[config.mk]
export PLATFORM = sky130hd
export DESIGN_NAME = rv32x_ram
export DESIGN_NICKNAME = d
export VERILOG_FILES = /design/src/assert_macros.svh /design/src/rv32x_ram.sv
export SDC_FILE = /design/constraint.sdc
export NUM_CORES = 1
export LEC_CHECK = 0
export BUFFER_PORTS_ARGS = -buffer_cell sky130_fd_sc_hd__buf_4
export CAP_MARGIN = 10
export CELL_PAD_IN_SITES_DETAIL_PLACEMENT = 1
export CELL_PAD_IN_SITES_GLOBAL_PLACEMENT = 1
export CORE_ASPECT_RATIO = 1.5
export CORE_MARGIN = 4
export CORE_UTILIZATION = 55
export CTS_BUF_LIST = sky130_fd_sc_hd__clkbuf_4 sky130_fd_sc_hd__clkbuf_8
export DETAILED_ROUTE_END_ITERATION = 10
export PLACE_DENSITY = 0.78
export SLEW_MARGIN = 20
export SYNTH_ARGS = -nofsm -noshare
export SYNTH_HDL_FRONTEND = slang
export SYNTH_SLANG_ARGS = --single-unit
[constraint.sdc]
create_clock -name aclk -period 2.85 [get_ports aclk]
set_input_delay 0.1425 -clock aclk [delete_from_list [all_inputs] [get_ports aclk]]
set_output_delay 0.1425 -clock aclk [all_outputs]
set_load 0.05 [all_outputs]
[src/assert_macros.svh]
// Assertion macros used by the RTL of the execute core.
// No dependencies.
`ifndef ASSERT_MACROS_SVH
`define ASSERT_MACROS_SVH
`define ASSERT_CLK(label, clk, rst_n, prop, msg) \
    label: assert property (@(posedge clk) disable iff (!rst_n) (prop)) else $error(msg);
`define ASSERT_NEXT(label, clk, rst_n, cond, prop, msg) \
    label: assert property (@(posedge clk) disable iff (!rst_n) (cond) |=> (prop)) \
        else $error(msg);
`endif

[src/rv32x_ram.sv]
// Generic single-port-write, single-port-read synchronous RAM, registered read.
// No dependencies.
module rv32x_ram #(
    parameter int WIDTH = 32,
    parameter int DEPTH = 32
) (
    input  logic                     aclk,
    input  logic                     we,
    input  logic [$clog2(DEPTH)-1:0] waddr,
    input  logic [WIDTH-1:0]         wdata,
    input  logic [$clog2(DEPTH)-1:0] raddr,
    output logic [WIDTH-1:0]         rdata
);
    logic [WIDTH-1:0] mem [DEPTH];

    always_ff @(posedge aclk) begin
        if (we) begin
            mem[waddr] <= wdata;
        end
        rdata <= mem[raddr];
    end
endmodule

== Word level (Yosys, flattened, before mapping) ==
Memory sizes are Yosys's and may differ from the RTL's. A register that Yosys moved wholly into a read port is not among the register bits.
Index checks and enable logic that the tools add are counted.
Operators by class
  $add $sub $neg: 0
  multipliers: 0
  div/mod/pow operators: 0
  order comparisons: 0
  equal/unequal tests: 0
  shift-type cells: 0
  muxes and demuxes: 2
  bitwise operators: 0
  reductions and logical operators: 0
Operator list (number)
  $mux 1: 2
Storage, ports and cells
  register bits: 0
  bits in latches: 0
  bits in writable memories: 1024
  ROM bits: 0
  input port bits: 44
  output and inout port bits: 32
  logic and storage cells: 3
  memories: 1
Memory list
  mem: words 32, bits a word 32, rd ports 1, clocked after memory_dff 1, write ports 1, RTL line rv32x_ram.sv:14  | logic [WIDTH-1:0] mem [DEPTH];

== Longest topological paths before layout ==
Gate-level depths: netlist of the first run.
  depth in word-level cells: 2
  mapped depth: 8
  mapped depth without buffers: 5

== Worst setup path before layout of the first run ==
No wires, ideal clock.
  kind: input port to flip-flop
  start: in waddr[1]
  end: mem mem[12][0], enable pin
  setup time: 0.421 ns
  arrival time: 2.155 ns
  data required time: 2.429 ns
  path slack: 0.273 ns
  stages on the path: 3
  buffers on the path: 1
  cell sequence: or3b_2 > clkbuf_1 > nor2_1
RTL lines
  from (decl): RTL line rv32x_ram.sv:9  | input logic [$clog2(DEPTH)-1:0] waddr,
  to (decl): RTL line rv32x_ram.sv:14
Straight into the memory's write port.

==> impl_metrics.toml, run 1 <==
[cells_and_area]
area_growth_pct = 13.85
final_nets = 2531
final_layout_size_suffix_gt1_share_pct = 17.45

[logic_synthesis]
synthDistinctLibCells = 25
synth_edf_count = 1024
synth_top_cell_by_area = "edfxtp_1"
async_flop_share_pct = 0
synthFlopType = "edfxtp_1"
mappedNetlistArea_um2 = 40490
yosysSeqAreaShare_pct = 77.54
syn_area_per_cell_um2 = 17.91
ys_ff_latch = 1056
synth_warnings = 0
synth_area_leaders = "edfxtp_1 (76%), mux2i_1 (13%), a22oi_1 (1.8%), dfxtp_1 (1.6%), a22o_1 (1.4%)"
netlist_instances = 2260
synth_nets = 2304
synth_top_cell_area_share_pct = 75.95

[routing]
ant_nets = 0
dr.pass1.iters = 5
wire_per_inst_um = 31.53
wirelength_mm = 113.1
viasPerCell = 6.253
met3_length_mm = 8.473
dr_wl_met2_mm = 57.35
wirelength_met1_mm = 41.48
drc = 0
highest_layer = "met5"
vias = 22437
drt_iter0_markers = 2310

[worst_hold_path]
min-delay-path-class = "input pin to flop"
hold_depth = 5
worstHoldStart = "raddr[0]"

[clock_tree]
root_buffer = "clkbuf_8"
tritoncts = "built"
clk_pin_slew_ns = 0.06
postCtsHoldBufs = 32
cts-resized-gates = 0
clock-sinks = 1056
clockBufferDepth = 3
post-cts-setup-buffer-count = 0
htreeDepth = 4
clock_latency_ns = 0.77
numCtsBuffers = 146

[setup_path]
rr_worst_depth = 5
critPathLaunchType = "flop"
required_ns = 3.55
r2r_start = "mem[1][14]"
r2r_slack_ns = 1.16
crit_type = "flop to flop"
cp.arrival_ns = 2.39
crit_path_end_kind = "flop"
path_max_fanout = 1
crit_start = "mem[1][14]"

[sta]
post-route-min-period_ns = 1.686
max_slew_margin_pct = 34.00
clock_skew_ns = 0.02866
fin_setup_tns_ns = 0
hold_viol_final = 0
grt_setup_unrepaired = "false"
fin_crit_sh_pct = 59.17
fmax_mhz = 593.0
setup_violations = 0
slew_viol_final = 0
worst_slew_pin_slew_ns = 0.9865

[pwr]
finalPower_w = 0.03078
seqPwrFrac_pct = 56.4
power_frac_clock_pct = 37.1
cellLeakagePower_nw = 16.21
p_switching_w = 0.007031
powerDensity_nw_per_um2 = 667.8
sw_frac_of_total_pct = 22.84
p_int_w = 0.02375
peakVddDrop_mv = 0.4009
combPwrFrac_pct = 6.5

[run]
maxCapViolations = 0

[status]
outcome = "completed"

[floorplanning]
die_area_um2 = 78100
ioPinCount = 76
rows = 121
die_w_um = 229.5
coreArea_um2 = 72820
start_util_pct = 55.60
fp.dieH_um = 340.3

[place]
hpwl_mm = 63.81
gp_congestion = 0.7790
port-buffer-count = 75

[global_routing]
grt_overflow = 0
grt_max_degree = 86
grt_pass1_vias = 24474
grt_pass1_wl_mm = 164.5
antenna_found_initial = 8
grt_util_all_layers_pct = 29.00
-- layer usage --
metal / GRT usage, % / vias to the layer above
met5: 0 / -
met4: 13.84 / 10
met3: 5.995 / 304
met2: 49.40 / 1067
met1: 35.66 / 11622
li1: - / 9434
-- final timing paths --
kind	to
worst max register to register	rdata[14]
worst min-delay path	rdata[14]
worst min register to register	rdata[22]
worst max-delay path	rdata[14]
-- metrics by stage --
stage / setup WS, ns / utilization (%) / cell area [µm²] / hold slack [ns] / cells
finish: 1.164 / 63.30 / 46090 / 0.07231 / 3588
global route: 1.131 / 63.29 / 46090 / 0.04844 / 3586
CTS: 1.108 / 63.29 / 46090 / 0.005752 / 3585
detailed placement: 0.5772 / 58.96 / 42930 / 0.5672 / 3291
global placement: 0.6016 / 58.96 / 42930 / 0.5474 / 3291
floorplan: 0.2734 / - / 40490 / 0.2414 / 2260
-- sequential cells by signal (all words and copies together), names as in the netlist --
name / count
mem: 1024
rdata: 32
-- critical path, stage by stage (launching register included) --
cell and delay [ns]:
edfxtp_1 0.34, mux2i_1 0.08, a22o_1 0.25, nor3_1 0.60, a31oi_1 0.19, nand3_1 0.17
-- cells in the mapped netlist, types with 32 or more instances --
library cell  instances
nor2_1               34
nor3_1               32
mux2i_1             512
buf_4                33
a31oi_1              32
edfxtp_1           1024
dfxtp_1              32
clkbuf_1             46
nand2_1              98
a21oi_1              96
nand3_1              98
a22oi_1              96
a22o_1               64
-- layout make-up --
| class | count | area (µm²) |
|---|---|---|
| sequential | 1056 | 31390 |
| fill | 6289 | 26730 |
| multi-input combinational | 1077 | 8610 |
| clock buffer | 211 | 2597 |
| timing repair buffer | 206 | 2022 |
| tap | 984 | 1231 |
| clock inverter | 51 | 235.2 |
| antenna | 3 | 7.507 |
-- power groups by stage --
stage	combinational, W	clock, W	sequential (W)
2_1_floorplan	0.000892	0	0.0179
3_3_place_gp	0.00185	0	0.0177
3_5_place_dp	0.00193	0	0.0177
4_1_cts	0.00199	0.0116	0.0174
5_1_grt	0.00209	0.0123	0.0174
6_report	0.00199	0.0114	0.0174
-- cells in the final DEF (no fill, tap or decap), types with 31 or more instances in the layout --
cell type / netlist / layout
a21oi_1: 96 / 96
a22o_1: 64 / 64
a22oi_1: 96 / 96
a31oi_1: 32 / 32
buf_12: 0 / 31
buf_4: 33 / 142
clkbuf_4: 2 / 49
clkbuf_8: 0 / 162
dfxtp_1: 32 / 32
dlygate4sd3_1: 0 / 32
edfxtp_1: 1024 / 1024
mux2i_1: 512 / 512
nand2_1: 98 / 97
nand3_1: 98 / 98
nor2_4: 0 / 33
nor3_1: 32 / 32
-- cell families after synthesis --
| logic type | synth area share (%) |
|---|---|
| compound gates | 4.846 |
| buf+inv | 1.860 |
| flops | 77.53 |
| mux | 12.66 |
| simple gates | 3.100 |
(Power assumes the default switching activity.)
==> run 2: changes to the inputs <==
clock period = 1.6 ns   (was 2.85 ns; I/O delays follow)
==> impl_metrics.toml, run 2 (same netlist as run 1, synthesis figures left out) <==
[clock_tree]
tritoncts = "built"
clk_pin_slew_ns = 0.10
clockBufferDepth = 3
clock-sinks = 1056
numCtsBuffers = 149
htreeDepth = 4
clock_latency_ns = 0.85
root_buffer = "clkbuf_8"

[pwr]
cellLeakagePower_nw = 17.08
finalPower_w = 0.05663
peakVddDrop_mv = 0.7882
powerDensity_nw_per_um2 = 1180

[cells_and_area]
fin_area_um2 = 48000
final_common_cell = "edfxtp_1"
area_growth_pct = 18.56
fin_util_pct = 65.91
final_cell_mix = "edfxtp_1 (1024), mux2i_1 (512), buf_4 (182)"
top_regs = "mem x1024, rdata x32"
final_nets = 2648
regMostFlops = "mem"
largest_reg_flops = 1024
final_layout_size_suffix_gt1_share_pct = 21.18
layoutNonFillerInstCount = 3711

[place]
dpl_cell_area_um2 = 44550
port-buffer-count = 75
gp_congestion = 0.8075
hpwl_mm = 69.78
dp.cells = 3399

[global_routing]
grt_pass1_vias = 25367
grt_pass1_wl_mm = 170.0
antenna_found_initial = 3
grt_util_all_layers_pct = 29.99
grt_overflow = 0
grt_max_degree = 41

[routing]
met3_length_mm = 7.734
wirelength_mm = 117.1
dr.pass1.iters = 6
drt_iter0_markers = 2295
wire_per_inst_um = 31.56
vias = 23159
viasPerCell = 6.241
highest_layer = "met5"
drc = 0
dr_wl_met2_mm = 61.21
ant_nets = 0
wirelength_met1_mm = 42.36

[setup_path]
cp.arrival_ns = 2.22
crit_type = "flop to flop"
rr_worst_depth = 5
r2r-end = "rdata[29]"
path_max_fanout = 1
r2r_slack_ns = 0.04
r2r_start = "mem[0][29]"
critPathLaunchType = "flop"
crit_path_end_kind = "flop"
required_ns = 2.26

[sta]
worst_slew_pin_slew_ns = 0.5406
clock_skew_ns = 0.05189
fmax_mhz = 640.0
max_slew_margin_pct = 63.96
fin_crit_sh_pct = 97.66
hold_viol_final = 0
post-route-min-period_ns = 1.563
setup_violations = 0
fin_setup_tns_ns = 0
slew_viol_final = 0
grt_setup_unrepaired = "false"

[worst_hold_path]
worstHoldStart = "raddr[0]"
min_to = "rdata[8]"
hold_depth = 7
min-delay-path-class = "input pin to flop"

[floorplanning]
start_util_pct = 55.60
die_area_um2 = 78100
ioPinCount = 76
die_w_um = 229.5
coreArea_um2 = 72820
fp.dieH_um = 340.3
rows = 121

[run]
maxCapViolations = 0

[status]
outcome = "completed"
## run 2: changes by cell type in the layout (fill, tap and decap cells not counted), moves of 4 or more
cell	before	now
buf_6	0	4
clkbuf_8	162	166
clkinvlp_4	3	10
buf_4	142	182
dlygate4sd3_1	32	38
buf_12	31	95
bufinv_16	0	4
clkinv_2	22	16
## run 2: repair_timing
| action | 4_1_cts | 5_1_grt |
|---|---|---|
| hold buffers | 38 | 0 |
| setup endpoints to repair | 5 | 0 |
| endpoints found under the hold margin | 1048 | 0 |
| gates resized for setup | 7 | 0 |
| setup buffers | 0 | 0 |
## run 2: per-stage QoR
stage | hold WS (ns) | worst slack, ns
2_1_floorplan | 0.1789 | -0.3179
3_3_place_gp | 0.4822 | -0.1118
3_5_place_dp | 0.5085 | -0.2981
4_1_cts | 0.01567 | 0.003828
5_1_grt | 0.06488 | 0.007615
6_report | 0.07636 | 0.03741
## run 2: layer usage
layer / up-vias / GRT usage (%)
li1: 9689 / -
met1: 12015 / 35.89
met2: 1123 / 52.99
met3: 330 / 5.082
met4: 2 / 14.22
met5: - / 0
## run 2: critical path, cell delays in order, from the launching register on
cell and delay (ns):
edfxtp_1 0.50, mux2i_1 0.21, a22o_1 0.16, nor3_1 0.07, a31oi_1 0.31, nand3_1 0.12
## run 2: how the worst max path moves through the flow
stage	end	cells past startpoint	slack, ns	from
6_report	rdata[29]	5	0.04	mem[0][29]
5_1_grt	rdata[28]	5	0.008	mem[3][28]
3_3_place_gp	rdata[26]	9	-0.11	raddr[0]
3_5_place_dp	rdata[19]	8	-0.30	raddr[0]
2_1_floorplan	mem[17][0]	2	-0.32	waddr[3]
4_1_cts	rdata[15]	1	0.004	rdata[15]
## run 2: report_power, final
group          internal, W  leakage, nW  total [W]  switching (W)
registers           0.0307         9.50     0.0309       0.000193
logic              0.00144         5.99    0.00398        0.00254
clock network       0.0114         1.59     0.0217         0.0103
total               0.0436         17.1     0.0566         0.0131
## run 2: cell type report
type / count / area, µm²
fillers: 6223 / 24820
diodes: 3 / 7.507
multi-input cells: 1077 / 8612
well taps: 984 / 1231
clock buffers: 216 / 2660
clock inverters: 55 / 386.6
repair buffers: 320 / 3709
flip-flops and latches: 1056 / 31390
==> run 3: changes to the inputs <==
CORE_ASPECT_RATIO = 2   (was 1.5)
CORE_MARGIN = 2   (was 4)
SETUP_SLACK_MARGIN = 0.3   (was unset)
==> impl_metrics.toml, run 3 (same netlist as run 1, synthesis figures left out) <==
[setup_path]
critPathLaunchType = "flop"
cp.arrival_ns = 2.10
required_ns = 2.26
crit_type = "flop to flop"
r2r_slack_ns = 0.16
path_max_fanout = 1
crit_path_end_kind = "flop"

[clock_tree]
numCtsBuffers = 140
htreeDepth = 4
tritoncts = "built"
clk_pin_slew_ns = 0.07
clock_latency_ns = 0.80
root_buffer = "clkbuf_8"
clockBufferDepth = 3
clock-sinks = 1056

[sta]
max_slew_margin_pct = 64.74
fmax_mhz = 695.5
fin_crit_sh_pct = 89.86
setup_violations = 0
post-route-min-period_ns = 1.438
slew_viol_final = 0
fin_setup_tns_ns = 0
grt_setup_unrepaired = "true"
finalWorstSetupSlack_ns = 0.1622
hold_viol_final = 0
clock_skew_ns = 0.02748
worst_slew_pin_slew_ns = 0.5288

[place]
gp_congestion = 0.7992
dpl_cell_area_um2 = 44180
dp_slack_ns = -0.2793
port-buffer-count = 75
hpwl_mm = 66.97

[cells_and_area]
final_nets = 2620
area_growth_pct = 18.41
final_cell_mix = "edfxtp_1 (1024), mux2i_1 (509), clkbuf_8 (159)"
final_common_cell = "edfxtp_1"
fin_area_um2 = 47940
regMostFlops = "mem"
fin_util_pct = 65.78
largest_reg_flops = 1024
top_regs = "mem x1024, rdata x32"
final_layout_size_suffix_gt1_share_pct = 22.18

[worst_hold_path]
min-delay-path-class = "input pin to flop"

[routing]
wirelength_mm = 118.0
drt_iter0_markers = 2058
dr.pass1.iters = 6
ant_nets = 0
wire_per_inst_um = 32.68
vias = 22830
drc = 0
viasPerCell = 6.321

[floorplanning]
fp.dieH_um = 387.7
die_w_um = 195.8
start_util_pct = 55.56
ioPinCount = 76
die_area_um2 = 75930
rows = 140
coreArea_um2 = 72870

[global_routing]
antenna_found_initial = 3
grt_util_all_layers_pct = 31.41
grt_pass1_vias = 25310
grt_pass1_wl_mm = 169.8
grt_overflow = 0
grt_max_degree = 62

[run]
maxCapViolations = 0

[pwr]
cellLeakagePower_nw = 16.98
peakVddDrop_mv = 0.7042
powerDensity_nw_per_um2 = 1157
finalPower_w = 0.05546

[status]
outcome = "completed"
[run 3: final cells by class]
type,count,area (µm²)
diodes,2,5.005
clock buffers,206,2541
clock inverters,47,280.3
fillers,6177,24930
multi-input cells,1077,8783
flip-flops and latches,1056,31450
well taps,923,1155
repair buffers,301,3720
[run 3: final timing paths]
kind         startpoint   endpoint  depth (start not counted)
max          mem[1][27]  rdata[27]                          5
min reg2reg  mem[26][0]   rdata[0]                          4
min            raddr[2]  rdata[28]                          7
max reg2reg  mem[1][27]  rdata[27]                          5
[run 3: worst max-delay path, stage by stage, from the launching register on]
cell and delay [ns]:
edfxtp_1 0.44, mux2i_2 0.26, a22o_1 0.22, nor3_1 0.08
a31oi_1 0.20, nand3_1 0.12
[run 3: per-layer routing]
layer	GRT usage (%)	part of all wire, %
met1	35.85	35
met2	55.54	53
met3	5.087	5.8
met4	18.44	6.6
met5	0	0.011
[run 3: timing repair]
item,CTS,global route
setup buffers,0,5
resized for setup,121,7
hold buffers,39,0
pin swaps,19,25
endpoints found under the setup margin,44,93
cloned,0,2
hold endpoints to repair,1048,0
[run 3: power breakdown]
part	internal [W]	switching (W)	leakage, nW
clock	0.0105	0.00996	1.49
sequential	0.0308	0.000225	9.50
combinational	0.00151	0.00247	6.00
[run 3: through the flow]
stage / hold WS [ns] / instances
floorplan: 0.1789 / 2260
finish: 0.05762 / 3612
global placement: 0.4782 / 3311
global route: 0.05049 / 3611
detailed placement: 0.4906 / 3311
CTS: 0.004618 / 3603
